<file path="src/sv/stc_pkg.sv">
// Shared types and constants for the sloppy threshold counter.
// Used by every module of the block; depends on nothing else.
package stc_pkg;

    localparam int DEFAULT_NUM_SOURCES = 64;

    localparam int THR_W   = 16;
    localparam int ACT_W   = 7;
    localparam int SRC_W   = 6;
    localparam int TOTAL_W = 48;
    localparam int CFG_IDX_W = 1;
    localparam int CFG_DATA_W = 16;

    localparam logic [THR_W-1:0] THRESHOLD_RESET = 16'd1024;
    localparam logic [ACT_W-1:0] ACTIVE_RESET    = 7'd64;

    localparam logic KIND_INC  = 1'b0;
    localparam logic KIND_READ = 1'b1;

    typedef enum logic [CFG_IDX_W-1:0] {
        REG_FLUSH_THRESHOLD = 1'b0,
        REG_ACTIVE_SOURCES  = 1'b1
    } cfg_reg_t;

    typedef enum logic [2:0] {
        S_CLEAR,
        S_IDLE,
        S_INC,
        S_SUM,
        S_EMIT
    } seq_state_t;

    typedef struct packed {
        logic [TOTAL_W-1:0] total;
        logic               flushed;
    } result_t;

endpackage

</file>
<file path="src/sv/sloppy_threshold_counter_unit.sv">
// Top level of the sloppy threshold counter: configuration registers and wiring.
// Depends on stc_pkg, stc_mem, stc_seq and stc_out.
//
// Approximate counter with one 16-bit local count per source, kept in a synchronous
// memory, and a 48-bit global count. An increment transaction reads the source's local
// count when it is accepted, then in S_INC writes it back and folds it into the global
// count when it reaches flush_threshold. A read-total transaction walks the memory one
// entry per cycle in S_SUM, or goes straight to S_EMIT when no source is active. After
// reset the block clears the local-count memory one entry per cycle and accepts no
// transaction until every entry of it is cleared; configuration writes
// are taken at any time. Results go through an output register, so a new input
// transaction is accepted while the previous result still waits to be taken; when a
// finished result finds that register still full, the block holds it and accepts
// nothing until the consumer takes the older one.
module sloppy_threshold_counter_unit
    import stc_pkg::*;
#(
    parameter int NUM_SOURCES = DEFAULT_NUM_SOURCES
)
(
    input  logic                  clk,
    input  logic                  rst_n,
    input  logic                  cfg_we,
    input  logic [CFG_IDX_W-1:0]  cfg_index,
    input  logic [CFG_DATA_W-1:0] cfg_data,
    input  logic                  in_valid,
    output logic                  in_ready,
    input  logic                  kind,
    input  logic [SRC_W-1:0]      source,
    output logic                  out_valid,
    input  logic                  out_ready,
    output logic [TOTAL_W-1:0]    total,
    output logic                  flushed
);

    localparam int IDX_W = (NUM_SOURCES > 1) ? $clog2(NUM_SOURCES) : 1;

    logic [THR_W-1:0] threshold_reg, threshold_next;
    logic [ACT_W-1:0] active_reg, active_next;

    logic             out_free;
    logic             res_load;
    result_t          res;
    logic             mem_we;
    logic [IDX_W-1:0] mem_waddr;
    logic [THR_W-1:0] mem_wdata;
    logic [IDX_W-1:0] mem_raddr;
    logic [THR_W-1:0] mem_rdata;

    always_comb
    begin
        threshold_next = threshold_reg;
        active_next    = active_reg;
        if (cfg_we)
        begin
            unique case (cfg_reg_t'(cfg_index))
                REG_FLUSH_THRESHOLD: threshold_next = cfg_data[THR_W-1:0];
                REG_ACTIVE_SOURCES:  active_next    = cfg_data[ACT_W-1:0];
                default:             threshold_next = threshold_reg;
            endcase
        end
    end

    always_ff @(posedge clk or negedge rst_n)
    begin
        if (!rst_n)
        begin
            threshold_reg <= THRESHOLD_RESET;
            active_reg    <= ACTIVE_RESET;
        end
        else
        begin
            threshold_reg <= threshold_next;
            active_reg    <= active_next;
        end
    end

    stc_mem #(
        .DEPTH (NUM_SOURCES)
    ) u_mem (
        .clk   (clk),
        .we    (mem_we),
        .waddr (mem_waddr),
        .wdata (mem_wdata),
        .raddr (mem_raddr),
        .rdata (mem_rdata)
    );

    stc_seq #(
        .NUM_SOURCES (NUM_SOURCES)
    ) u_seq (
        .clk             (clk),
        .rst_n           (rst_n),
        .in_valid        (in_valid),
        .in_ready        (in_ready),
        .kind            (kind),
        .source          (source),
        .flush_threshold (threshold_reg),
        .active_sources  (active_reg),
        .out_free        (out_free),
        .res_load        (res_load),
        .res             (res),
        .mem_we          (mem_we),
        .mem_waddr       (mem_waddr),
        .mem_wdata       (mem_wdata),
        .mem_raddr       (mem_raddr),
        .mem_rdata       (mem_rdata)
    );

    stc_out u_out (
        .clk       (clk),
        .rst_n     (rst_n),
        .load      (res_load),
        .res       (res),
        .free      (out_free),
        .out_valid (out_valid),
        .out_ready (out_ready),
        .total     (total),
        .flushed   (flushed)
    );

endmodule

</file>
<file path="src/sv/stc_mem.sv">
// Local-count store: one write port, one read port, registered read data.
// Depends on stc_pkg for the data width.
module stc_mem
    import stc_pkg::*;
#(
    parameter int DEPTH = DEFAULT_NUM_SOURCES,
    localparam int IDX_W = (DEPTH > 1) ? $clog2(DEPTH) : 1
)
(
    input  logic             clk,
    input  logic             we,
    input  logic [IDX_W-1:0] waddr,
    input  logic [THR_W-1:0] wdata,
    input  logic [IDX_W-1:0] raddr,
    output logic [THR_W-1:0] rdata
);

    logic [THR_W-1:0] mem [DEPTH];
    logic [THR_W-1:0] rdata_reg;

    always_ff @(posedge clk)
    begin
        if (we)
        begin
            mem[waddr] <= wdata;
        end
    end

    always_ff @(posedge clk)
    begin
        rdata_reg <= mem[raddr];
    end

    assign rdata = rdata_reg;

endmodule

</file>
<file path="src/sv/stc_seq.sv">
// Sequencer and datapath: clearing pass, increment read-modify-write and read-total walk.
// Depends on stc_pkg; drives the stc_mem ports and the stc_out load interface.
module stc_seq
    import stc_pkg::*;
#(
    parameter int NUM_SOURCES = DEFAULT_NUM_SOURCES,
    localparam int IDX_W = (NUM_SOURCES > 1) ? $clog2(NUM_SOURCES) : 1,
    localparam int CNT_W = ($clog2(NUM_SOURCES + 1) > ACT_W) ? $clog2(NUM_SOURCES + 1) : ACT_W
)
(
    input  logic             clk,
    input  logic             rst_n,
    input  logic             in_valid,
    output logic             in_ready,
    input  logic             kind,
    input  logic [SRC_W-1:0] source,
    input  logic [THR_W-1:0] flush_threshold,
    input  logic [ACT_W-1:0] active_sources,
    input  logic             out_free,
    output logic             res_load,
    output result_t          res,
    output logic             mem_we,
    output logic [IDX_W-1:0] mem_waddr,
    output logic [THR_W-1:0] mem_wdata,
    output logic [IDX_W-1:0] mem_raddr,
    input  logic [THR_W-1:0] mem_rdata
);

    localparam logic [IDX_W-1:0] LAST_IDX = IDX_W'(NUM_SOURCES - 1);

    seq_state_t         state_reg, state_next;
    logic [IDX_W-1:0]   clr_ptr_reg, clr_ptr_next;
    logic [CNT_W-1:0]   ptr_reg, ptr_next;
    logic [IDX_W-1:0]   addr_reg, addr_next;
    logic               drop_reg, drop_next;
    logic [TOTAL_W-1:0] acc_reg, acc_next;
    logic [TOTAL_W-1:0] global_reg, global_next;
    result_t            res_reg, res_next;

    logic [CNT_W-1:0]   n_eff;
    logic [CNT_W-1:0]   src_ext;
    logic               src_ok;
    logic               accept;
    logic [THR_W:0]     cnt_inc;
    logic               flush;
    logic [TOTAL_W-1:0] glob_add;
    logic [TOTAL_W-1:0] acc_sum;
    logic               sum_done;

    // An active count beyond the store acts as the store depth.
    assign n_eff = (CNT_W'(active_sources) > CNT_W'(NUM_SOURCES)) ?
                   CNT_W'(NUM_SOURCES) : CNT_W'(active_sources);
    assign src_ext  = CNT_W'(source);
    assign src_ok   = src_ext < n_eff;
    assign accept   = in_valid && in_ready;
    assign cnt_inc  = {1'b0, mem_rdata} + (THR_W + 1)'(1);
    assign flush    = !drop_reg && (cnt_inc >= {1'b0, flush_threshold});
    assign glob_add = global_reg + TOTAL_W'(cnt_inc);
    assign acc_sum  = acc_reg + TOTAL_W'(mem_rdata);
    assign sum_done = ptr_reg == n_eff;

    always_comb
    begin
        state_next = state_reg;
        unique case (state_reg)
            S_CLEAR:
            begin
                if (clr_ptr_reg == LAST_IDX)
                begin
                    state_next = S_IDLE;
                end
            end
            S_IDLE:
            begin
                if (accept)
                begin
                    if (kind == KIND_INC)
                    begin
                        state_next = S_INC;
                    end
                    else if (n_eff == '0)
                    begin
                        state_next = S_EMIT;
                    end
                    else
                    begin
                        state_next = S_SUM;
                    end
                end
            end
            S_INC:
            begin
                state_next = out_free ? S_IDLE : S_EMIT;
            end
            S_SUM:
            begin
                if (sum_done)
                begin
                    state_next = out_free ? S_IDLE : S_EMIT;
                end
            end
            S_EMIT:
            begin
                if (out_free)
                begin
                    state_next = S_IDLE;
                end
            end
            default:
            begin
                state_next = S_IDLE;
            end
        endcase
    end

    always_comb
    begin
        in_ready  = 1'b0;
        mem_we    = 1'b0;
        mem_waddr = clr_ptr_reg;
        mem_wdata = '0;
        mem_raddr = addr_reg;
        res_load  = 1'b0;
        res       = res_reg;
        unique case (state_reg)
            S_CLEAR:
            begin
                mem_we = 1'b1;
            end
            S_IDLE:
            begin
                in_ready  = 1'b1;
                mem_raddr = (kind == KIND_INC) ? src_ext[IDX_W-1:0] : '0;
            end
            S_INC:
            begin
                mem_we      = !drop_reg;
                mem_waddr   = addr_reg;
                mem_wdata   = flush ? '0 : cnt_inc[THR_W-1:0];
                res.total   = flush ? glob_add : global_reg;
                res.flushed = flush;
                res_load    = out_free;
            end
            S_SUM:
            begin
                mem_raddr = ptr_reg[IDX_W-1:0];
                if (sum_done)
                begin
                    res.total   = acc_sum;
                    res.flushed = 1'b0;
                    res_load    = out_free;
                end
            end
            S_EMIT:
            begin
                res_load = out_free;
            end
            default:
            begin
                res = res_reg;
            end
        endcase
    end

    always_comb
    begin
        clr_ptr_next = clr_ptr_reg;
        ptr_next     = ptr_reg;
        addr_next    = addr_reg;
        drop_next    = drop_reg;
        acc_next     = acc_reg;
        global_next  = global_reg;
        res_next     = res_reg;
        unique case (state_reg)
            S_CLEAR:
            begin
                clr_ptr_next = clr_ptr_reg + IDX_W'(1);
            end
            S_IDLE:
            begin
                if (accept)
                begin
                    addr_next = src_ext[IDX_W-1:0];
                    drop_next = !src_ok;
                    acc_next  = global_reg;
                    ptr_next  = CNT_W'(1);
                    res_next.total   = global_reg;
                    res_next.flushed = 1'b0;
                end
            end
            S_INC:
            begin
                if (flush)
                begin
                    global_next = glob_add;
                end
                res_next = res;
            end
            S_SUM:
            begin
                acc_next = acc_sum;
                ptr_next = ptr_reg + CNT_W'(1);
                res_next = res;
            end
            S_EMIT:
            begin
                res_next = res_reg;
            end
            default:
            begin
                res_next = res_reg;
            end
        endcase
    end

    always_ff @(posedge clk or negedge rst_n)
    begin
        if (!rst_n)
        begin
            state_reg   <= S_CLEAR;
            clr_ptr_reg <= '0;
            global_reg  <= '0;
        end
        else
        begin
            state_reg   <= state_next;
            clr_ptr_reg <= clr_ptr_next;
            global_reg  <= global_next;
        end
    end

    always_ff @(posedge clk)
    begin
        ptr_reg  <= ptr_next;
        addr_reg <= addr_next;
        drop_reg <= drop_next;
        acc_reg  <= acc_next;
        res_reg  <= res_next;
    end

`ifndef NO_ASSERTIONS
    a_inc_goes_to_rmw: assert property (@(posedge clk) disable iff (!rst_n)
        (accept && kind == KIND_INC) |=> state_reg == S_INC)
        else $error("accepted increment did not enter the read-modify-write step");

    a_write_states: assert property (@(posedge clk) disable iff (!rst_n)
        mem_we |-> (state_reg == S_CLEAR || state_reg == S_INC))
        else $error("local store written outside clearing or increment");

    a_load_when_free: assert property (@(posedge clk) disable iff (!rst_n)
        res_load |-> out_free)
        else $error("result loaded into a full output register");

    a_walk_bound: assert property (@(posedge clk) disable iff (!rst_n)
        state_reg == S_SUM |-> (ptr_reg <= n_eff && ptr_reg != '0))
        else $error("read walk pointer out of range");

    a_flush_only_inc: assert property (@(posedge clk) disable iff (!rst_n)
        (res_load && res.flushed) |-> state_reg == S_INC || state_reg == S_EMIT)
        else $error("flush reported outside an increment");
`endif

endmodule

</file>
<file path="src/sv/stc_out.sv">
// Output register: holds one result transaction until the consumer takes it.
// Depends on stc_pkg for the result type.
module stc_out
    import stc_pkg::*;
(
    input  logic               clk,
    input  logic               rst_n,
    input  logic               load,
    input  result_t            res,
    output logic               free,
    output logic               out_valid,
    input  logic               out_ready,
    output logic [TOTAL_W-1:0] total,
    output logic               flushed
);

    logic    valid_reg, valid_next;
    result_t data_reg;

    assign free = !valid_reg || out_ready;

    always_comb
    begin
        valid_next = valid_reg;
        if (load)
        begin
            valid_next = 1'b1;
        end
        else if (out_ready)
        begin
            valid_next = 1'b0;
        end
    end

    always_ff @(posedge clk or negedge rst_n)
    begin
        if (!rst_n)
        begin
            valid_reg <= 1'b0;
        end
        else
        begin
            valid_reg <= valid_next;
        end
    end

    always_ff @(posedge clk)
    begin
        if (load)
        begin
            data_reg <= res;
        end
    end

    assign out_valid = valid_reg;
    assign total     = data_reg.total;
    assign flushed   = data_reg.flushed;

endmodule

</file>
<file path="config.mk">
export PLATFORM = sky130hd
export DESIGN_NAME = sloppy_threshold_counter_unit
export DESIGN_NICKNAME = d
export VERILOG_FILES = /design/src/sv/stc_pkg.sv /design/src/sv/sloppy_threshold_counter_unit.sv /design/src/sv/stc_mem.sv /design/src/sv/stc_seq.sv /design/src/sv/stc_out.sv
export SDC_FILE = /design/constraint.sdc
export NUM_CORES = 2
export LEC_CHECK = 0
export BUFFER_PORTS_ARGS = -buffer_cell sky130_fd_sc_hd__buf_2
export CAP_MARGIN = 0
export CORE_UTILIZATION = 45
export DETAILED_ROUTE_END_ITERATION = 16
export SYNTH_ARGS = -nofsm -noshare
export SYNTH_HDL_FRONTEND = slang
export SYNTH_SLANG_ARGS = --single-unit
</file>
<file path="constraint.sdc">
create_clock -name clk -period 7.7 [get_ports clk]
set_input_delay 1.925 -clock clk [delete_from_list [all_inputs] [get_ports clk]]
set_output_delay 1.925 -clock clk [all_outputs]
set_load 0.005 [all_outputs]
</file>
==> key figures <==
Synthesis
  • FFs w/ async S/R, synth: 0.0632
  • Post-Synth XOR/XNOR Area: 0.0212
  • Yosys warnings: 0
  • Mapped cell area: between 50000 and 60000 sq um
  • Mapped Avg Cell Area: 12.3 sq um
  • Yosys top cell by area: edfxtp_1
  • Mux share of post-synthesis cell area: 0.0239
  • Most frequent cell after synthesis: edfxtp_1
  • Largest family of logic cells by synthesized area: simple AND/OR/NAND/NOR gates
  • Yosys reg bits: ~1300
  • Post-synth top cells: edfxtp_1, nand2_1, nand3_1, nor2_1, clkbuf_1
  • Simple-Gate Fraction of Synth Area: 0.153
  • Synth top area share: 0.639
  • Synth unique cells: 89
  • Post-synth top flop: edfxtp_1
  • Post-synthesis sequential area ratio: 0.681
  • EDFF count, synth: 1184
  • Mapped Cells: 4521
  • Post-synthesis adder-cell area fraction: 0.0135
  • Synth Area in Compound Gates: 0.0821
  • Syn Nets: ~4600
  • Synth top area cells: edfxtp_1, nand2_1, dfrtp_1

Timing
  • Peak Freq: about 170 MHz
  • Max-slew headroom: 0.101
  • Hold slack: 0.561 ns
  • Final Hold Vio Count: 0
  • Skew final: 0.0291 ns
  • RSZ-0062 raised after global routing: no
  • Slew at the pin closest to its max-slew limit: ~1.3 ns
  • Fin. max-slew vios: 0
  • Period utilization: 0.744
  • Setup Viol. Count Final: 0
  • Final Critical Period: 5.73 ns
  • Setup TNS Final: 0 ns

Power
  • Combinational cell fraction of total power: 0.399
  • Switching pwr: between 10 and 15 mW
  • PwrDens: 412 nW/um^2
  • Peak supply drop: 0.528 mV
  • Seq pwr share: 0.354
  • Leak: 22.1 nW
  • Clk network pwr share: 0.248
  • Net Sw Frac: 0.403
  • Cell-internal power: 15.3 mW

Final layout
  • Nets: 4677
  • Final instance area: 62500 sq um
  • Synth-to-layout area growth: 12.3%
  • Number of flip-flops in the largest register: 1024
  • Post-Layout Cell Count: 6323
  • Layout cell share with drive strength beyond 1: 0.105

Die
  • # IOs: 80
  • Rows: roughly 130
  • Die Ht: approximately 350 um
  • Die area: between 100000 and 150000 sq um
  • Initial Utilization: 0.455
  • Die width: 354 um
  • Core area: 122000 sq um

Placement
  • Input/output buffers: a little under 80
  • Placer congestion estimate: roughly 0.93
  • DP HPWL: 99.1 mm
  • Placed Cells: 6076
  • Placed cell areas: around 58000 sq um

CTS
  • Post-CTS Setup Repair Bufs: 0
  • Worst skew pair latency: ~0.77 ns
  • TritonCTS clock tree: yes
  • H-tree depth: 4
  • CTS max path bufs: 3
  • Root Buffer: clkbuf_16
  • Cts hold-fix bufs: 0
  • CTS sink cnt: roughly 1300
  • Clk slew on worst S/H paths: 0.06 ns
  • Total CTS buffers: 136
  • PostCTS Resize Cnt: 0

Global route
  • Largest net degree at the start of global routing: ~150
  • Antenna violations before repair: 4
  • GRT overflow: 0
  • First-pass GRT wire length: 238 mm
  • Vias in the first global route: 35300
  • Gr usage total: 0.256

Setup path
  • Crit Path Max Fanout: 61
  • Startpoint type of the worst setup path: register
  • Crit path cell chain: ha_1 > nand3_1 > nor2_2 > and2_1 > nand4_1 > xnor2_1 > ha_1 > nand3_1 > nor2_1 > o31a_1 > o41ai_4 > a21o_4 > and3_2 > buf_4
  • Setup CP Type: register to register
  • Worst EP required: 8.27 ns
  • Crit path DAT: 6.29 ns
  • CP peak stage delay: roughly 1.1 ns
  • Slowest CP cell: and3_2
  • Kind of end point of the critical path: register

Drt
  • Post-Route WL: ~160 mm
  • First-pass detailed-route iteration total: 7
  • Routed via count: 37200
  • DRT iter0 DRCs: a little over 4000
  • WL per Instance: 25.5 um
  • ANT nets after route: 0
  • Vias per cell: 5.88
  • DRC viols: 0

Hold path
  • Tightest Hold Check Type: register to register

Flow run
  • Max cap viols: 0

Outcome
  • Status: finished, final reports clean
[through the flow]
| stage | util | worst slack, ns | total power, mW |
|---|---|---|---|
| after floorplan | - | 2.75 | 15.6 |
| after global placement | 0.476 | 1.80 | 19.3 |
| after detailed placement | 0.476 | 1.73 | 19.4 |
| after CTS | 0.511 | 1.96 | 25.8 |
| after global routing | 0.511 | 1.61 | 27.0 |
| final | 0.511 | 1.97 | 25.7 |
[cell usage in the layout, fill, tap and decap left out, drive strengths merged, types with 46 or more instances in the layout]
master and count:
mux2i 114, a21oi 76, edfxtp 1184, nor3 48, xnor2 85, inv 46, nand2 1113, dfrtp 79
a31oi 105, o21ai 122, clkbuf 179, xor2 49, buf 217, a32oi 98, ha 57, nor2 214
nand3 371
[cell type report]
cell class	instances	area, sq um
inverter	38	143
timing repair buffer	217	1560
clock inverter	66	587
fill	10400	59700
antenna	2	5.00
sequential	1281	37900
multi-input combinational	2915	16600
tap	1625	2030
clock buffer	179	3690
[worst paths after layout]
| path | from | end | slack [ns] | cells after the start |
|---|---|---|---|---|
| max in group asynchronous | rst_n | u_seq.global_reg[43] | 5.47 | 2 |
| worst min-delay path | u_seq.res_reg[0] | u_out.flushed | 0.56 | 2 |
| worst max register to register | u_mem.rdata[0] | u_mem.mem[57][2] | 1.97 | 14 |
| worst min register to register | u_seq.res_reg[0] | u_out.flushed | 0.56 | 2 |
| min in group asynchronous | rst_n | u_seq.state_reg[2] | 1.08 | 1 |
| worst max-delay path | u_mem.rdata[0] | u_mem.mem[57][2] | 1.97 | 14 |
[critical path: cells and delay by family (launching register included)]
kind            cells  cell delay [ns]
simple gates        7             1.96
compound gates      3             1.28
fa+ha+maj           2             0.64
flops               1             0.61
xor+xnor            1             0.55
buf+inv             1             0.41
[per-layer routing]
metal / up-vias / GRT usage / part of all wire
li1: 16900 / - / -
met1: 18500 / 0.353 / 0.42
met2: 1559 / 0.403 / 0.47
met3: 275 / 0.0484 / 0.079
met4: 6 / 0.0994 / 0.038
met5: - / 0 / 0.00022
[power groups by stage]
stage                     Sequential [mW]  Combinational (mW)  Clock, mW
final                                9.10                10.3       6.37
after global routing                 9.15                11.1       6.72
after CTS                            9.08                10.2       6.47
after detailed placement             9.21                10.2          0
after global placement               9.21                10.1          0
after floorplan                      9.03                6.59          0
[cell families after synthesis]
family,Yosys count
and+or+nand+nor,1949
DFF,1281
AOI/OAI and AO/OA,642
buffers and inverters,325
xor gates and xnor gates,134
muxes,131
adders and majority gates,59
No activity file was read; power rests on OpenSTA's default activity.
